$ cat src/hdl/rcs_pkg.sv
// Package for the regression/correlation statistics block: types, codes and constants.
package rcs_pkg;

    // Parameter defaults
    localparam int DEF_MAX_PAIRS   = 1024;
    localparam int DEF_SAMPLE_BITS = 16;

    // Widest pair count the snapshot carries (MAX_PAIRS up to 65536)
    localparam int CNT_MAX_W = 17;

    // Snapshot queue depth
    localparam int Q_DEPTH = 2;

    // Arithmetic constants
    localparam logic [40:0] Q_SAT      = 41'h100_0000_0000;   // quotient ceiling, 2^40
    localparam logic [40:0] CAP_POS32  = 41'h000_7FFF_FFFF;
    localparam logic [40:0] CAP_NEG32  = 41'h000_8000_0000;
    localparam logic [40:0] CAP_CORR   = 41'd16384;
    localparam logic [63:0] NORM_LIM   = 64'h1000_0000_0000_0000; // 2^60
    localparam logic [63:0] SQRT_TOP   = 64'h4000_0000_0000_0000; // 2^62
    localparam logic [63:0] DEV_MAX    = 64'd65535;
    localparam logic [6:0]  SLOPE_FRAC = 7'd16;
    localparam logic [6:0]  CORR_FRAC  = 7'd14;
    localparam logic [7:0]  MUL_LAST   = 8'd63;
    localparam logic [7:0]  SQRT_LAST  = 8'd31;
    localparam logic [7:0]  DIV_BASE   = 8'd63;

    // Closed set handed from intake to the solver
    typedef struct packed {
        logic [CNT_MAX_W-1:0] n;
        logic [63:0]          sx;
        logic [63:0]          sy;
        logic [63:0]          sxy;
        logic [63:0]          sxx;
        logic [63:0]          syy;
        logic                 ovf;
    } t_snap;

    // Shared arithmetic unit operations
    typedef enum logic [1:0] {
        OP_MUL,
        OP_DIV,
        OP_SQRT
    } t_op;

    typedef struct packed {
        t_op         op;
        logic [63:0] a;
        logic [63:0] b;
        logic [6:0]  sh;
        logic        rnd;
        logic [40:0] cap;
    } t_alu_req;

    // Solver sequencer states
    typedef enum logic [4:0] {
        ST_IDLE,
        ST_NSXX,
        ST_SXSX,
        ST_NSYY,
        ST_SYSY,
        ST_NSXY,
        ST_SXSY,
        ST_CHECK,
        ST_SLOPE,
        ST_NORMA,
        ST_NORMB,
        ST_SQRTA,
        ST_SQRTB,
        ST_RARB,
        ST_CORR,
        ST_SLSX,
        ST_ICPT,
        ST_DIVX,
        ST_SQRX,
        ST_DIVY,
        ST_SQRY,
        ST_OUT
    } t_state;

endpackage

$ cat src/hdl/rcs_queue.sv
// Short queue of closed sets between intake and solver.
module rcs_queue import rcs_pkg::*; (
    input  logic  i_clk,
    input  logic  i_rst_n,
    input  logic  i_push,
    input  t_snap i_snap,
    input  logic  i_pop,
    output t_snap o_head,
    output logic  o_full,
    output logic  o_empty
);

    localparam int PTR_W = $clog2(Q_DEPTH);
    localparam int CNT_W = $clog2(Q_DEPTH + 1);

    t_snap            r_mem [Q_DEPTH];
    logic [PTR_W-1:0] r_wp, r_rp;
    logic [CNT_W-1:0] r_cnt;

    assign o_full  = (r_cnt == CNT_W'(Q_DEPTH));
    assign o_empty = (r_cnt == '0);
    assign o_head  = r_mem[r_rp];

    // Pointers and fill count
    always_ff @(posedge i_clk) begin
        if (!i_rst_n) begin
            r_wp  <= '0;
            r_rp  <= '0;
            r_cnt <= '0;
        end else begin
            if (i_push) begin
                r_wp <= (r_wp == PTR_W'(Q_DEPTH - 1)) ? '0 : r_wp + 1'b1;
            end
            if (i_pop) begin
                r_rp <= (r_rp == PTR_W'(Q_DEPTH - 1)) ? '0 : r_rp + 1'b1;
            end
            if (i_push && !i_pop) begin
                r_cnt <= r_cnt + 1'b1;
            end else if (i_pop && !i_push) begin
                r_cnt <= r_cnt - 1'b1;
            end
        end
    end

    // Entry storage
    always_ff @(posedge i_clk) begin
        if (i_push) begin
            r_mem[r_wp] <= i_snap;
        end
    end

endmodule

$ cat config.mk
export PLATFORM = sky130hd
export DESIGN_NAME = rcs_queue
export DESIGN_NICKNAME = d
export VERILOG_FILES = /design/src/hdl/rcs_pkg.sv /design/src/hdl/rcs_queue.sv
export SDC_FILE = /design/constraint.sdc
export NUM_CORES = 1
export LEC_CHECK = 0
export ABC_AREA = 1
export BUFFER_PORTS_ARGS = -buffer_cell sky130_fd_sc_hd__buf_2
export CAP_MARGIN = 20
export CORE_MARGIN = 10
export CORE_UTILIZATION = 40
export DETAILED_ROUTE_END_ITERATION = 8
export PLACE_DENSITY = 0.64
export SYNTH_ARGS = -nofsm -noshare
export SYNTH_HDL_FRONTEND = slang
export SYNTH_SLANG_ARGS = --single-unit
$ cat constraint.sdc
create_clock -name i_clk -period 25.6 [get_ports i_clk]
set_input_delay 1.28 -clock i_clk [delete_from_list [all_inputs] [get_ports i_clk]]
set_output_delay 1.28 -clock i_clk [all_outputs]
set_load 0.005 [all_outputs]
==> results by group <==
Status
  – Status: completed

Clock tree
  – Gates resized, CTS repair: 0
  – Post-CTS setup buffer count: 0
  – Number of buffers created by CTS: 73
  – TritonCTS clock tree: done
  – Hold buffer count at cts: 0
  – Clock tree root driver cell: sky130_fd_sc_hd__clkbuf_16
  – CTS max path bufs: 3
  – Sinks on Clock Net: 681
  – H-tree levels: 3
  – Insertion delay of the later-clocked pin in the worst-skew pair: just under 0.6 ns
  – Clock-pin slew reported for the worst setup and hold paths after clock tree synthesis: about 0.060 ns

Timing
  – Worst-case headroom to the max-slew limit: 0.185
  – RSZ-0062 raised after global routing: no
  – Worst clock skew on the final layout: between 0.01 and 0.015 ns
  – Transition time at the pin with the least slew margin: 1.22 ns
  – Period utilisation layout: 0.242
  – Setup TNS after final layout: 0 ns
  – Final hold slack: between 0.4 and 0.5 ns
  – Shortest period the worst path allows: 6.20 ns
  – Count of endpoints failing setup in the final report: 0
  – FMAX: ~0.16 GHz
  – Max-slew violation count: 0
  – Total count of hold-check failures in the final report: 0

Routing
  – Wire per inst: about 23 um
  – DRC: 0
  – Wire length after detailed routing: 62.4 mm
  – Routed via count: approximately 13000
  – Detailed-route vias per instance: 4.67
  – Detailed Routing Iterations Pass 1: 5
  – Number of nets with antenna violations after detailed routing: 0
  – Count of routing violations after the opening detailed-route iteration: between 700 and 800

Synth
  – Most instantiated cells after synthesis: sky130_fd_sc_hd__edfxtp_1, sky130_fd_sc_hd__mux2_4, sky130_fd_sc_hd__mux2_2
  – Instance count of the mapped netlist: between 1000 and 1500
  – Most used standard cell by instance count after synthesis: sky130_fd_sc_hd__edfxtp_1
  – Number of distinct library cell variants in the gate-level netlist after synthesis: 15
  – Top cell type's share of synthesized area: 0.776
  – Synth async-reset ratio: 0
  – Ys Warns: 0
  – Syn avg cell area: between 20 and 25 sq um
  – Mapped Area: about 0.026 sq mm
  – Leading cell types by total area after synthesis: sky130_fd_sc_hd__edfxtp_1, sky130_fd_sc_hd__mux2_4, sky130_fd_sc_hd__buf_12
  – Sequential cell area fraction in the yosys report: 0.779
  – Register bit total from synthesis: about 680
  – Primary FF master, synth: sky130_fd_sc_hd__edfxtp_1
  – Cell taking the most area after synthesis: sky130_fd_sc_hd__edfxtp_1
  – Net count after synthesis: 1430
  – EDFF count, synth: between 600 and 700

Worst setup path
  – Critical Path Source Type: flip-flop
  – Buf/Inv on CP: 4
  – Critical Path, Cell by Cell: buf_4 -> buf_4 -> buf_4 -> mux2_4 -> buf_2
  – Cell type with the highest occurrence count on the critical path: sky130_fd_sc_hd__buf_4
  – Type of the setup path with the least slack: flip-flop to output port
  – Highest-delay cell along the critical path: sky130_fd_sc_hd__dfxtp_4
  – Arr. time, crit path: a little under 5 ns
  – Worst stage delay on the critical path: ~0.91 ns
  – Worst-path maximum fanout: between 50 and 60
  – Source of the worst register-to-register timing path: r_wp
  – Cell class contributing the biggest share of worst-path delay: buffers and inverters
  – Critical path endpoint category: output port
  – Worst endpoint required time: about 24 ns

Final layout
  – Post-route cell area: 0.0324 sq mm
  – Net count, final: between 2000 and 2500
  – Syn-to-layout area delta: 23.7%
  – Fraction of final layout cells with drive strength greater than 1: 0.605

GRT
  – Antenna violations before repair: 35
  – Vias in the first global route: 13733
  – Pin count of the biggest net entering global routing: between 150 and 200
  – Global-route wire length before repair: ~90 mm
  – Leftover overflow at the end of global routing: 0
  – Global router's overall resource usage: 0.155

Placement
  – Placement Cell Area: roughly 0.030 sq mm
  – GPL Wtd Cong: approximately 0.80
  – DP HPWL: between 40 and 50 mm
  – Count of buffers from port buffering: 681

Floorplan
  – Number of core rows: 93
  – Vertical die dimension: 276 um
  – Initial core utilization: 0.405
  – DIE AREA: 0.0761 sq mm
  – Total core area: 0.0646 sq mm
  – Total I/O pin count: 682
  – Die width: roughly 280 um

Pwr
  – Net Sw Frac: 0.215
  – Sequential power share: 0.516
  – PwrDens: 78.5 mW/mm^2
  – Cell internal power dissipation: between 1.5 and 2 mW
  – Leakage dissipation: 12.7 nW
  – P_sw: approximately 0.55 mW
  – IR drop worst, VDD: just under 0.06 mV
  – Proportion of power drawn by combinational gates: 0.095
  – Clock Power Share: 0.389

Hold path
  – Hold wc startpoint: r_rp
  – Classification of the worst-slack hold path: flip-flop to flip-flop

Job
  – Max-capacitance violation count: 0
## through the flow
step / power (mW) / std cells / util / worst slack [ns]
after global placement: 1.57 / 2595 / 0.465 / 20.07
after CTS: 2.58 / 2726 / 0.500 / 19.32
after floorplan: 1.50 / 1087 / - / 9.11
after detailed placement: 1.58 / 2595 / 0.465 / 19.98
after global routing: 2.64 / 2744 / 0.501 / 19.11
final: 2.54 / 2749 / 0.501 / 19.40
## logic make-up after synthesis
family | count (synthesis) | synth area share
adder cells (fa/ha/maj) | 1 | 0.000478
buffers and inverters | 46 | 0.0283
multiplexers | 338 | 0.189
flip-flops | 681 | 0.779
AO/OA/AOI/OAI | 2 | 0.000382
AND/OR/NAND/NOR | 19 | 0.00287
## flip-flops by register name (all words and copies together), names as in the netlist, named ones only
register,flops
r_rp,1
r_wp,1
r_mem,676
r_cnt,2
## per-layer routing
| metal | vias up | wire length (um) | track usage |
|---|---|---|---|
| li1 | 5828 | - | - |
| met1 | 6419 | 21100 | 0.162 |
| met2 | 467 | 32900 | 0.270 |
| met3 | 113 | 6330 | 0.0669 |
| met4 | 20 | 1840 | 0.0689 |
| met5 | - | 137 | 0 |
## layout by cell type, fill, tap and decap left out, drive strengths merged
cell,netlist,routed
a21oi,1,1
buf,38,691
bufinv,0,5
clkbuf,0,79
clkinv,0,39
clkinvlp,0,1
dfxtp,5,5
diode,0,23
edfxtp,676,676
ha,1,1
inv,8,15
mux2,338,338
nand2,8,8
nand3,1,1
nand4,1,1
nor2,9,9
o21ai,1,1
## power groups by stage
stage / clock, mW / combinational [mW] / sequential (mW)
finish: 0.990 / 0.240 / 1.31
global route: 1.07 / 0.259 / 1.32
CTS: 1.02 / 0.246 / 1.31
detailed placement: 0 / 0.245 / 1.33
global placement: 0 / 0.241 / 1.33
floorplan: 0 / 0.145 / 1.35
## layout make-up
type / instances / area, sq um
clock inverters: 52 / 399
diodes: 23 / 57.6
fillers: 5285 / 32200
inverters: 8 / 37.5
flip-flops and latches: 681 / 20400
well taps: 855 / 1070
multi-input cells: 360 / 5040
clock buffers: 79 / 1850
repair buffers: 691 / 3510
## path summary, 6_finish.rpt
| path | end | slack, ns | depth (start not counted) |
|---|---|---|---|
| worst max-delay path | o_head[291] | 19.40 | 5 |
| worst min-delay path | flip-flop | 0.50 | 2 |
| worst max register to register | r_mem[1][234] | 22.16 | 4 |
| worst min register to register | flip-flop | 0.50 | 2 |
## worst register-to-register path: stages, from the launching register on
cell	delay [ns]
sky130_fd_sc_hd__dfxtp_1	0.39
sky130_fd_sc_hd__nand2_1	0.17
sky130_fd_sc_hd__inv_8	0.52
sky130_fd_sc_hd__buf_4	0.92
sky130_fd_sc_hd__buf_4	1.02
Note: power is estimated with default switching activity, not from simulation.
