**src/hdl/rcs_pkg.sv**
```systemverilog
// Package for the regression/correlation statistics block: types, codes and constants.
package rcs_pkg;

    // Parameter defaults
    localparam int DEF_MAX_PAIRS   = 1024;
    localparam int DEF_SAMPLE_BITS = 16;

    // Widest pair count the snapshot carries (MAX_PAIRS up to 65536)
    localparam int CNT_MAX_W = 17;

    // Snapshot queue depth
    localparam int Q_DEPTH = 2;

    // Arithmetic constants
    localparam logic [40:0] Q_SAT      = 41'h100_0000_0000;   // quotient ceiling, 2^40
    localparam logic [40:0] CAP_POS32  = 41'h000_7FFF_FFFF;
    localparam logic [40:0] CAP_NEG32  = 41'h000_8000_0000;
    localparam logic [40:0] CAP_CORR   = 41'd16384;
    localparam logic [63:0] NORM_LIM   = 64'h1000_0000_0000_0000; // 2^60
    localparam logic [63:0] SQRT_TOP   = 64'h4000_0000_0000_0000; // 2^62
    localparam logic [63:0] DEV_MAX    = 64'd65535;
    localparam logic [6:0]  SLOPE_FRAC = 7'd16;
    localparam logic [6:0]  CORR_FRAC  = 7'd14;
    localparam logic [7:0]  MUL_LAST   = 8'd63;
    localparam logic [7:0]  SQRT_LAST  = 8'd31;
    localparam logic [7:0]  DIV_BASE   = 8'd63;

    // Closed set handed from intake to the solver
    typedef struct packed {
        logic [CNT_MAX_W-1:0] n;
        logic [63:0]          sx;
        logic [63:0]          sy;
        logic [63:0]          sxy;
        logic [63:0]          sxx;
        logic [63:0]          syy;
        logic                 ovf;
    } t_snap;

    // Shared arithmetic unit operations
    typedef enum logic [1:0] {
        OP_MUL,
        OP_DIV,
        OP_SQRT
    } t_op;

    typedef struct packed {
        t_op         op;
        logic [63:0] a;
        logic [63:0] b;
        logic [6:0]  sh;
        logic        rnd;
        logic [40:0] cap;
    } t_alu_req;

    // Solver sequencer states
    typedef enum logic [4:0] {
        ST_IDLE,
        ST_NSXX,
        ST_SXSX,
        ST_NSYY,
        ST_SYSY,
        ST_NSXY,
        ST_SXSY,
        ST_CHECK,
        ST_SLOPE,
        ST_NORMA,
        ST_NORMB,
        ST_SQRTA,
        ST_SQRTB,
        ST_RARB,
        ST_CORR,
        ST_SLSX,
        ST_ICPT,
        ST_DIVX,
        ST_SQRX,
        ST_DIVY,
        ST_SQRY,
        ST_OUT
    } t_state;

endpackage

```
**src/hdl/rcs_front.sv**
```systemverilog
// Intake: classifies each pair (take or drop) and accumulates the set's sums.
module rcs_front import rcs_pkg::*; #(
    parameter int MAX_PAIRS   = DEF_MAX_PAIRS,
    parameter int SAMPLE_BITS = DEF_SAMPLE_BITS
) (
    input  logic                          i_clk,
    input  logic                          i_rst_n,
    input  logic                          i_accept,
    input  logic signed [SAMPLE_BITS-1:0] i_x,
    input  logic signed [SAMPLE_BITS-1:0] i_y,
    input  logic                          i_last,
    output logic                          o_push,
    output t_snap                         o_snap
);

    localparam int CNT_W = $clog2(MAX_PAIRS + 1);
    localparam int SUM_W = SAMPLE_BITS + CNT_W;
    localparam int PRD_W = 2 * SAMPLE_BITS + CNT_W;

    logic        [CNT_W-1:0] r_cnt, n_cnt;
    logic signed [SUM_W-1:0] r_sx, n_sx, r_sy, n_sy;
    logic signed [PRD_W-1:0] r_sxy, n_sxy, r_sxx, n_sxx, r_syy, n_syy;
    logic                    r_ovf, n_ovf;

    logic signed [2*SAMPLE_BITS-1:0] t_xy, t_xx, t_yy;
    logic                            t_full;

    assign t_xy   = i_x * i_y;
    assign t_xx   = i_x * i_x;
    assign t_yy   = i_y * i_y;
    assign t_full = (r_cnt == CNT_W'(MAX_PAIRS));

    // Updated sums with this item folded in (a pair on a full set is dropped)
    always_comb begin
        n_cnt = r_cnt;
        n_sx  = r_sx;
        n_sy  = r_sy;
        n_sxy = r_sxy;
        n_sxx = r_sxx;
        n_syy = r_syy;
        n_ovf = r_ovf;
        if (t_full) begin
            n_ovf = 1'b1;
        end else begin
            n_cnt = r_cnt + 1'b1;
            n_sx  = r_sx + SUM_W'(i_x);
            n_sy  = r_sy + SUM_W'(i_y);
            n_sxy = r_sxy + PRD_W'(t_xy);
            n_sxx = r_sxx + PRD_W'(t_xx);
            n_syy = r_syy + PRD_W'(t_yy);
        end
    end

    // Closed set goes to the queue
    assign o_push     = i_accept & i_last;
    assign o_snap.n   = CNT_MAX_W'(n_cnt);
    assign o_snap.sx  = 64'(n_sx);
    assign o_snap.sy  = 64'(n_sy);
    assign o_snap.sxy = 64'(n_sxy);
    assign o_snap.sxx = 64'(n_sxx);
    assign o_snap.syy = 64'(n_syy);
    assign o_snap.ovf = n_ovf;

    // Accumulators: cleared by reset and after a set closes
    always_ff @(posedge i_clk) begin
        if (!i_rst_n || o_push) begin
            r_cnt <= '0;
            r_sx  <= '0;
            r_sy  <= '0;
            r_sxy <= '0;
            r_sxx <= '0;
            r_syy <= '0;
            r_ovf <= 1'b0;
        end else if (i_accept) begin
            r_cnt <= n_cnt;
            r_sx  <= n_sx;
            r_sy  <= n_sy;
            r_sxy <= n_sxy;
            r_sxx <= n_sxx;
            r_syy <= n_syy;
            r_ovf <= n_ovf;
        end
    end

endmodule

```
**config.mk**
```make
export PLATFORM = sky130hd
export DESIGN_NAME = rcs_front
export DESIGN_NICKNAME = d
export VERILOG_FILES = /design/src/hdl/rcs_pkg.sv /design/src/hdl/rcs_front.sv
export SDC_FILE = /design/constraint.sdc
export NUM_CORES = 2
export LEC_CHECK = 0
export CORE_ASPECT_RATIO = 1.5
export CORE_UTILIZATION = 40
export CTS_CLUSTER_SIZE = 14
export DETAILED_ROUTE_END_ITERATION = 12
export DONT_BUFFER_PORTS = 1
export PLACE_DENSITY = 0.59
export SYNTH_ARGS = -nofsm -noshare
export SYNTH_HDL_FRONTEND = slang
export SYNTH_SLANG_ARGS = --single-unit
```
**constraint.sdc**
```tcl
create_clock -name i_clk -period 18.2 [get_ports i_clk]
set_clock_uncertainty 0.1 [all_clocks]
set_input_delay 5.46 -clock i_clk [delete_from_list [all_inputs] [get_ports i_clk]]
set_output_delay 5.46 -clock i_clk [all_outputs]
set_load 0.01 [all_outputs]
```
==> metrics list <==
- The critical path contains buffers and inverters numbering 5 combined.
- Post-route standard cell area excluding fillers: 0.05108 mm2
- Walking the worst path, the cells encountered are and2_1 -> fa_1 -> inv_1 -> fa_1 -> fa_1 -> inv_1 -> fa_1 -> fa_1 -> inv_1 -> fa_1 -> inv_1 -> ha_1 -> and4_2 -> nand4_1 -> or2_2 -> o21ai_0 -> o211ai_1 -> a21boi_2 -> a41oi_1 -> xor2_1 -> o21ai_0 -> buf_4.
- Number of different library cells in the post-synthesis netlist: 81
- CTS saw about 200 sinks.
* Cell area after placement: approximately 0.05 mm2
- The total area inside the core boundary comes to between 0.1 and 0.15 mm2.
- Summing over every cut layer, the via total after detailed routing is approximately 37k.
- Most frequent cell after synthesis: inv_1
* Rel. slew slack: 0.2423
- For the pin with the worst max-slew slack, the measured transition is 1.125 ns.
- Setup repair after global routing left no endpoint under its margin.
* Worst hold-check slack: around 0.38 ns
- Die W: around 290 um
* Detailed Route WL: ~140000 um
- Area overhead of the layout relative to synthesis: 3.391%
* Max-slew violation count: 0
* First-pass GRT wire length: 218600 um
- CP Max Fanout: a little under 60
- Number of synthesized flops with an enable pin: 0
* Dominant cells by area after synthesis: fa_1 39%, ha_1 11%, inv_1 9.4%
- STA puts the critical path data required time at about 13 ns.
- The worst hold path belongs to the class reg -> reg.
- After clock tree synthesis, the clock-pin slew on the worst setup and hold paths is approximately 0.10 ns.
- Data arrives at the worst endpoint at roughly 12 ns.
- The number of global-route vias before repair came to around 39k.
- Startpoint Class: input port
- CP peak stage delay: 0.70 ns
* Number of hold violations in the final report: 0
* Top post-synthesis cells by count: 1240 x inv_1, 962 x fa_1, 629 x nand2_1
- For the worst-skew pair, the clock arrives at the later sink with an insertion delay of ~0.57 ns.
- Die area: roughly 0.12 mm2
* Synth Instances: between 5k and 6k
* GRT Overall Usage: 0.2294
- RD Place Congestion: 0.8542
- Clock period minus worst slack: 17.90 ns
- Top-area cell type share of the netlist area: 0.3898
- TritonCTS built the clock tree.
- I/O pin cnt: 375
- The worst setup path is of the in -> out kind.
- Result of the run: finished clean
- Proportion of layout cells with a drive suffix above 1: 0.04021
- Floorplan row count: roughly 160
- Averaged over all synthesized cells, the footprint is 8.668 um2.
- Based on the critical path, the design can be clocked at up to 0.05586 GHz.
- Synth async-reset ratio: 0
- Post-layout nets: slightly below 7k
- Initial antenna violation count: 1
- For this block, the initial DRC count from the detailed router was ~1.8k.
- Vertical extent of the die: roughly 430 um
* Via density: around 5.2
* Hold bufs inserted after CTS: 0
* Antenna-violating nets left: 0
* Cell Area, Synth: around 0.049 mm2
- The longest clock path from root to sink contains 2 buffers.
* Pre-antenna DRT Iters: 5
- After clock tree synthesis, the repair step resized 0 gates.
- CTS H-Tree Depth: 4
- On the critical path the largest part of the delay comes from adder cells.
- Buffers inserted during clock tree synthesis total 17.
- Top_reg_cell synth: dfxtp_1
* Remaining global-route overflow: 0
- The largest individual stage delay along the critical path comes from the cell fa_1.
* Sum of negative setup slack: 0 ns
* Largest area contributor in the netlist: fa_1
- Capturing element type of the critical path: output pin
* Share of synthesized area occupied by flip-flops and latches: 0.07902
- During synthesis, Yosys emitted a total of 0 warnings.
- Count of buffers added by post-CTS timing repair for setup: 0
- Of the available clock period, the critical path in the final layout requires 0.9836.
- Number of register bits inferred by synthesis: around 200
* Count of buffers from port buffering: 0
- Most frequent CP cell: fa_1
- CTS placed an instance of clkbuf_16 at the clock tree root.
* DP HPWL: about 110000 um
* Pin count of the biggest net entering global routing: between 100 and 150
- Post-detailed-route wirelength per cell: ~19 um
- Max-cap violations in this run came to 0.
- Count of final setup violators: 0
- After detailed routing, the number of remaining DRC violations is 0.
- The initial utilization of the core area, before any placement, comes to 0.4043.
## layer usage
metal  vias up  share of wire  global-route usage
li1      16950              -                   -
met1     18830           0.39              0.2690
met2       804           0.51              0.4083
met3       135          0.067             0.05258
met4         0          0.031             0.07472
met5         -              0                   0
## per-stage QoR
step	setup slack, ns	std cells	utilization
final	0.2993	7062	0.4180
after detailed placement	0.1518	7029	0.4125
after global placement	0.2095	7029	0.4125
after floorplan	0.1313	5704	-
after CTS	0.1369	7061	0.4179
after global routing	0.02469	7062	0.4180
## logic make-up after synthesis
family	synth area share
other	0.00007591
AND/OR/NAND/NOR	0.1383
AO/OA/AOI/OAI	0.09526
multiplexers	0.01408
XOR/XNOR	0.03546
adder cells (fa/ha/maj)	0.5046
buffers and inverters	0.1332
flip-flops	0.07902
## worst paths after layout
path	start	end	slack [ns]	cells after the start
max	i_x[15]	o_snap[94]	0.30	22
min	r_ovf$_SDFFE_PP0P_	r_ovf$_SDFFE_PP0P_	0.38	2
max reg2reg	r_sxx[3]$_SDFFE_PP0P_	r_sxx[25]$_SDFFE_PP0P_	11.87	21
min reg2reg	r_ovf$_SDFFE_PP0P_	r_ovf$_SDFFE_PP0P_	0.38	2
## placed cells by master (no fill, tap or decap), drive strengths merged, types with 98 or more instances in the layout
cell type and n:
nand2 629, and2 187, dfxtp 195, inv 1246
ha 453, buf 98, a21oi 226, o21ai 124
fa 962, nor2 355, xnor2 117
## worst reg2reg max path, stage by stage (launching register included)
cell      delay, ns
dfxtp_1        0.33
ha_1           0.28
inv_1          0.05
fa_1           0.49
inv_1          0.04
ha_1           0.27
ha_1           0.27
inv_1          0.04
fa_1           0.47
inv_1          0.05
ha_1           0.22
inv_1          0.09
fa_1           0.22
nor2b_1        0.05
o21ai_0        0.22
a21boi_0       0.20
o31ai_1        0.72
o21ai_0        0.37
o211ai_1       0.55
a21boi_2       0.21
o31ai_1        0.82
o211a_1        0.21
## sequential cells by signal, indices dropped and copies added, names as in the netlist
register  cells
r_sxx        43
r_sy         27
r_syy        43
r_cnt        11
r_sx         27
r_sxy        43
r_ovf         1
## layout make-up
class                      instances  area (um2)
clock inverter                    14       212.7
multi-input combinational       3900       39040
sequential                       195        3904
fill                           12350       71110
inverter                        1246        4678
tap                             1590        1989
clock buffer                      18       439.2
timing repair buffer              98       813.3
antenna                            1       2.502
Power is left out: the tool's default activity adds up to more than one toggle a clock period on the data nets, which glitch-free logic cannot reach.
