## src/hdl/rcs_pkg.sv

```systemverilog
// Package for the regression/correlation statistics block: types, codes and constants.
package rcs_pkg;

    // Parameter defaults
    localparam int DEF_MAX_PAIRS   = 1024;
    localparam int DEF_SAMPLE_BITS = 16;

    // Widest pair count the snapshot carries (MAX_PAIRS up to 65536)
    localparam int CNT_MAX_W = 17;

    // Snapshot queue depth
    localparam int Q_DEPTH = 2;

    // Arithmetic constants
    localparam logic [40:0] Q_SAT      = 41'h100_0000_0000;   // quotient ceiling, 2^40
    localparam logic [40:0] CAP_POS32  = 41'h000_7FFF_FFFF;
    localparam logic [40:0] CAP_NEG32  = 41'h000_8000_0000;
    localparam logic [40:0] CAP_CORR   = 41'd16384;
    localparam logic [63:0] NORM_LIM   = 64'h1000_0000_0000_0000; // 2^60
    localparam logic [63:0] SQRT_TOP   = 64'h4000_0000_0000_0000; // 2^62
    localparam logic [63:0] DEV_MAX    = 64'd65535;
    localparam logic [6:0]  SLOPE_FRAC = 7'd16;
    localparam logic [6:0]  CORR_FRAC  = 7'd14;
    localparam logic [7:0]  MUL_LAST   = 8'd63;
    localparam logic [7:0]  SQRT_LAST  = 8'd31;
    localparam logic [7:0]  DIV_BASE   = 8'd63;

    // Closed set handed from intake to the solver
    typedef struct packed {
        logic [CNT_MAX_W-1:0] n;
        logic [63:0]          sx;
        logic [63:0]          sy;
        logic [63:0]          sxy;
        logic [63:0]          sxx;
        logic [63:0]          syy;
        logic                 ovf;
    } t_snap;

    // Shared arithmetic unit operations
    typedef enum logic [1:0] {
        OP_MUL,
        OP_DIV,
        OP_SQRT
    } t_op;

    typedef struct packed {
        t_op         op;
        logic [63:0] a;
        logic [63:0] b;
        logic [6:0]  sh;
        logic        rnd;
        logic [40:0] cap;
    } t_alu_req;

    // Solver sequencer states
    typedef enum logic [4:0] {
        ST_IDLE,
        ST_NSXX,
        ST_SXSX,
        ST_NSYY,
        ST_SYSY,
        ST_NSXY,
        ST_SXSY,
        ST_CHECK,
        ST_SLOPE,
        ST_NORMA,
        ST_NORMB,
        ST_SQRTA,
        ST_SQRTB,
        ST_RARB,
        ST_CORR,
        ST_SLSX,
        ST_ICPT,
        ST_DIVX,
        ST_SQRX,
        ST_DIVY,
        ST_SQRY,
        ST_OUT
    } t_state;

endpackage

```

## src/hdl/rcs_alu.sv

```systemverilog
// Shared iterative unit: shift-add multiply, restoring divide with optional rounding, integer root.
module rcs_alu import rcs_pkg::*; (
    input  logic        i_clk,
    input  logic        i_rst_n,
    input  logic        i_start,
    input  t_alu_req    i_req,
    output logic        o_done,
    output logic [63:0] o_res
);

    logic        r_busy, n_busy, r_done, n_done;
    t_op         r_op, n_op;
    logic [63:0] r_acc, n_acc, r_opa, n_opa, r_opb, n_opb;
    logic [63:0] r_rem, n_rem, r_bit, n_bit, r_res, n_res;
    logic [40:0] r_q, n_q, r_cap, n_cap;
    logic        r_sat, n_sat, r_rnd, n_rnd;
    logic [7:0]  r_cnt, n_cnt, r_last, n_last;

    logic [64:0] t_trial, t_sum, t_twice;
    logic [41:0] t_q2;
    logic [40:0] t_qf;
    logic        t_qbit;
    logic [63:0] t_out;

    // One step per cycle of the selected operation
    always_comb begin
        n_busy  = r_busy;
        n_done  = 1'b0;
        n_op    = r_op;
        n_acc   = r_acc;
        n_opa   = r_opa;
        n_opb   = r_opb;
        n_rem   = r_rem;
        n_bit   = r_bit;
        n_res   = r_res;
        n_q     = r_q;
        n_cap   = r_cap;
        n_sat   = r_sat;
        n_rnd   = r_rnd;
        n_cnt   = r_cnt;
        n_last  = r_last;
        t_trial = '0;
        t_sum   = '0;
        t_twice = '0;
        t_q2    = '0;
        t_qf    = '0;
        t_qbit  = 1'b0;
        t_out   = '0;
        if (i_start) begin
            n_busy = 1'b1;
            n_op   = i_req.op;
            n_opa  = i_req.a;
            n_opb  = i_req.b;
            n_cap  = i_req.cap;
            n_rnd  = i_req.rnd;
            n_acc  = '0;
            n_rem  = (i_req.op == OP_SQRT) ? i_req.a : '0;
            n_q    = '0;
            n_sat  = 1'b0;
            n_bit  = SQRT_TOP;
            n_cnt  = '0;
            unique case (i_req.op)
                OP_MUL:  n_last = MUL_LAST;
                OP_SQRT: n_last = SQRT_LAST;
                OP_DIV:  n_last = DIV_BASE + 8'(i_req.sh);
                default: n_last = MUL_LAST;
            endcase
        end else if (r_busy) begin
            n_cnt = r_cnt + 1'b1;
            unique case (r_op)
                OP_MUL: begin
                    n_acc = r_acc + (r_opb[0] ? r_opa : 64'd0);
                    n_opa = r_opa << 1;
                    n_opb = r_opb >> 1;
                    t_out = n_acc;
                end
                OP_DIV: begin
                    // dividend bits enter MSB first, then zeros for the fraction
                    t_trial = {r_rem, r_opa[63]};
                    n_opa   = r_opa << 1;
                    if (t_trial >= {1'b0, r_opb}) begin
                        n_rem  = 64'(t_trial - {1'b0, r_opb});
                        t_qbit = 1'b1;
                    end else begin
                        n_rem  = t_trial[63:0];
                    end
                    t_q2    = {r_q, t_qbit};
                    n_sat   = r_sat | (t_q2[41:40] != 2'b00);
                    n_q     = t_q2[40:0];
                    // round half up on magnitude, then clamp
                    t_twice = {n_rem, 1'b0};
                    t_qf    = n_sat ? Q_SAT
                                    : n_q + 41'(r_rnd && (t_twice >= {1'b0, r_opb}));
                    t_out   = 64'((t_qf > r_cap) ? r_cap : t_qf);
                end
                OP_SQRT: begin
                    t_sum = {1'b0, r_acc} + {1'b0, r_bit};
                    if ({1'b0, r_rem} >= t_sum) begin
                        n_rem = r_rem - t_sum[63:0];
                        n_acc = (r_acc >> 1) + r_bit;
                    end else begin
                        n_acc = r_acc >> 1;
                    end
                    n_bit = r_bit >> 2;
                    t_out = n_acc;
                end
                default: begin
                    t_out = '0;
                end
            endcase
            if (r_cnt == r_last) begin
                n_busy = 1'b0;
                n_done = 1'b1;
                n_res  = t_out;
            end
        end
    end

    // Control
    always_ff @(posedge i_clk) begin
        if (!i_rst_n) begin
            r_busy <= 1'b0;
            r_done <= 1'b0;
        end else begin
            r_busy <= n_busy;
            r_done <= n_done;
        end
    end

    // Datapath
    always_ff @(posedge i_clk) begin
        r_op   <= n_op;
        r_acc  <= n_acc;
        r_opa  <= n_opa;
        r_opb  <= n_opb;
        r_rem  <= n_rem;
        r_bit  <= n_bit;
        r_res  <= n_res;
        r_q    <= n_q;
        r_cap  <= n_cap;
        r_sat  <= n_sat;
        r_rnd  <= n_rnd;
        r_cnt  <= n_cnt;
        r_last <= n_last;
    end

    assign o_done = r_done;
    assign o_res  = r_res;

endmodule

```

## config.mk

```make
export PLATFORM = sky130hd
export DESIGN_NAME = rcs_alu
export DESIGN_NICKNAME = d
export VERILOG_FILES = /design/src/hdl/rcs_pkg.sv /design/src/hdl/rcs_alu.sv
export SDC_FILE = /design/constraint.sdc
export NUM_CORES = 2
export LEC_CHECK = 0
export BUFFER_PORTS_ARGS = -buffer_cell sky130_fd_sc_hd__buf_4
export CORE_MARGIN = 5
export CORE_UTILIZATION = 25
export DETAILED_ROUTE_END_ITERATION = 7
export GPL_ROUTABILITY_DRIVEN = 0
export MAX_ROUTING_LAYER = met4
export SLEW_MARGIN = 20
export SYNTH_ARGS = -nofsm -noshare
export SYNTH_HDL_FRONTEND = slang
export SYNTH_SLANG_ARGS = --single-unit
```

## constraint.sdc

```tcl
create_clock -name i_clk -period 13.39 [get_ports i_clk]
set_clock_uncertainty 0.05 [all_clocks]
set_input_delay 2.678 -clock i_clk [delete_from_list [all_inputs] [get_ports i_clk]]
set_output_delay 2.678 -clock i_clk [all_outputs]
set_load 0.02 [all_outputs]
```

==> flow_summary.yaml <==
logic_synthesis:
  netlist_instances: 4950
  synth_top_area_share_pct: 22.8
  async_flop_share_pct: 0
  synth-edff-count: 308
  synth.area.top_cells: "edfxtp_1, ha_1, dfxtp_1"
  yosys_warnings: 0
  synth_ff_type: "edfxtp_1"
  syn_nets: 5502
  synth_top_area_cell: "edfxtp_1"
  syn_area_sq_mm: 0.0406
  synth-seq-cells: 456
  yosysUniqueCellTypes: 90
  synth_area_per_cell_sq_um: 8.21
  yosysSeqAreaShare_pct: 30.1
global_routing:
  grt_pass1_vias: 37152
  antenna_found_initial: 16
  grt_remaining_overflow: 0
  grt_use_total_pct: 17.8
  grt_pass1_wl_microns: 227000
  grt_max_degree: 113
sta:
  setup_viol: 0
  post-route-min-period_ns: 12.34
  hold_violations: 0
  maxSlewViolCount: 0
  hold_ws_ns: 0.443
  tightest_slew_ns: 1.18
  fin_setup_tns_ns: 0
  finalCritPeriodShare_pct: 92.1
  fmax_mhz: 81.1
  rsz0062_at_grt: "no"
  maxSlewHeadroom_pct: 21.1
place:
  portBuffers: 246
  placedCellCount: 7152
  hpwl_microns: 123000
  postPlaceCellArea_sq_mm: 0.0446
detailed_routing:
  drc: 0
  via_count: 38611
  antenna_left: 0
  drt_iter0_drc: 3152
  drt_pass1_iterations: 8
  totalWireLength_microns: 155000
  via_per_inst: 5.31
  wl_per_cell_microns: 21.4
worst_setup_path:
  slowest_stage: "a2111oi_0"
  worst_r2r_endpoint: "o_res[6]$_DFFE_PP_"
  start_kind: "flop"
  path_class: "flop to flop"
  r2r_start: "r_opa[63]$_DFFE_PP_"
  slowest_delay_ns: 0.97
  cp_max_fo: 23
  regToRegSetupSlack_ns: 1.05
  critical_path_required_ns: 13.77
  worstRegToRegCells: 43
  end_kind: "flop"
  cp.arrival_ns: 12.71
hold_path:
  whs_path_depth: 2
  hold_path_class: "flop to flop"
  hold_end: "r_bit[0]$_SDFFE_PP0P_"
  hp-start: "r_bit[0]$_SDFFE_PP0P_"
clock_tree:
  insertion_delay_ns: 0.69
  cts_buffer_depth: 3
  clk_pin_slew_worst_paths_ns: 0.06
  numCtsBuffers: 58
  clock_sinks: 456
  cts_max_level: 2
  hold_buffers: 0
  cts_root_buf: "clkbuf_16"
  post_cts_resized: 0
  cts_setup_buffers: 0
  cts_tree: "done"
final_layout:
  final_cell_mix: "nand2_1, a21oi_1, o21ai_0"
  drive_above_1_share_pct: 11.0
  stdcell_area_sq_mm: 0.0466
  syn_to_final_growth_pct: 14.6
  stdcell_count: 7272
  nets: 5589
  mostFrequentLayoutCell: "nand2_1"
pwr:
  vdd_ir_drop_max_mv: 0.119
  powerDensity_mw_per_mm2: 144
  cellLeakagePower_nw: 18.2
run:
  maxCapViolations: 0
floorplanning:
  start_util_pct: 25.1
  rows: 148
  ios: 247
  die_area_sq_mm: 0.171
  die_w_microns: 413
  dieHeight_microns: 413
  fp.coreArea_sq_mm: 0.162
run_status:
  outcome: "finished clean"
==> flip-flops by register name (all words and copies together) (netlist names), 32 cells and up <==
name / flops
r_rem: 64
r_acc: 64
r_cap: 41
r_opa: 64
r_opb: 64
r_bit: 32
o_res: 64
r_q: 41
==> critical path, delay by kind of cell, from the launching register on <==
family	cells	cell delay [ns]
AOI/OAI and AO/OA	19	5.79
and+or+nand+nor	13	3.06
adders and majority gates	5	1.58
buffers and inverters	4	0.73
DFF	1	0.43
muxes	1	0.22
xor gates and xnor gates	1	0.19
==> cells in the mapped netlist (all sizes together) (48+ instances only) <==
cell type,n
nand3,78
and2,99
o21ai,421
xor2,165
o21bai,48
dfxtp,148
o21a,52
mux2,111
a21oi,492
mux2i,56
xnor2,174
nand2,606
edfxtp,308
nand4,135
nor3,72
a31oi,89
ha,367
and3,53
clkbuf,224
a21o,140
nor2,355
inv,200
==> how the worst max path moves through the flow <==
stage,start,endpoint,depth (start not counted)
final,r_opa[63]$_DFFE_PP_,o_res[6]$_DFFE_PP_,43
after global routing,r_opa[63]$_DFFE_PP_,o_res[6]$_DFFE_PP_,43
after CTS,r_opa[63]$_DFFE_PP_,o_res[6]$_DFFE_PP_,43
after detailed placement,r_opa[63]$_DFFE_PP_,o_res[6]$_DFFE_PP_,43
after global placement,r_opa[63]$_DFFE_PP_,o_res[6]$_DFFE_PP_,43
after floorplan,r_acc[2]$_SDFFE_PP0P_,r_rem[0]$_DFFE_PP_,24
==> kinds of logic after synthesis <==
family	share of synthesized area [%]
flip-flops	30.1
multiplexers	4.46
buffers and inverters	4.45
AND/OR/NAND/NOR	18.2
AO/OA/AOI/OAI	24.1
adder cells (fa/ha/maj)	11.5
XOR/XNOR	7.31
==> cell type report <==
class / instances / area (sq um)
Inverter: 202 / 758
Multi-Input combinational cell: 4033 / 26700
Fill cell: 17458 / 116000
Tap cell: 2175 / 2720
Clock inverter: 40 / 470
Timing Repair Buffer: 286 / 2180
Sequential cell: 456 / 12200
Antenna cell: 10 / 25.0
Clock buffer: 70 / 1530
==> where the power goes <==
group / leakage [nW] / switching (W) / internal (W)
Combinational: 13.0 / 0.00197 / 0.00123
Sequential: 4.22 / 0.000161 / 0.00168
Clock: 0.968 / 0.000688 / 0.000988
==> layer usage <==
metal	vias to the layer above	part of all wire [%]	global-route usage (%)
met5	-	0	-
met4	0	6.7	10.1
met3	389	5.7	2.20
met2	1400	50	31.1
met1	18404	38	19.6
li1	18418	-	-
==> stage by stage <==
stage	util [%]	setup slack (ns)	power (W)
after global placement	27.5	1.80	0.00495
after CTS	28.7	1.39	0.00670
after detailed placement	27.5	1.47	0.00499
after floorplan	-	3.02	0.00407
final	28.7	1.05	0.00671
after global routing	28.7	0.350	0.00710
Power figures use the tool's default switching activity.
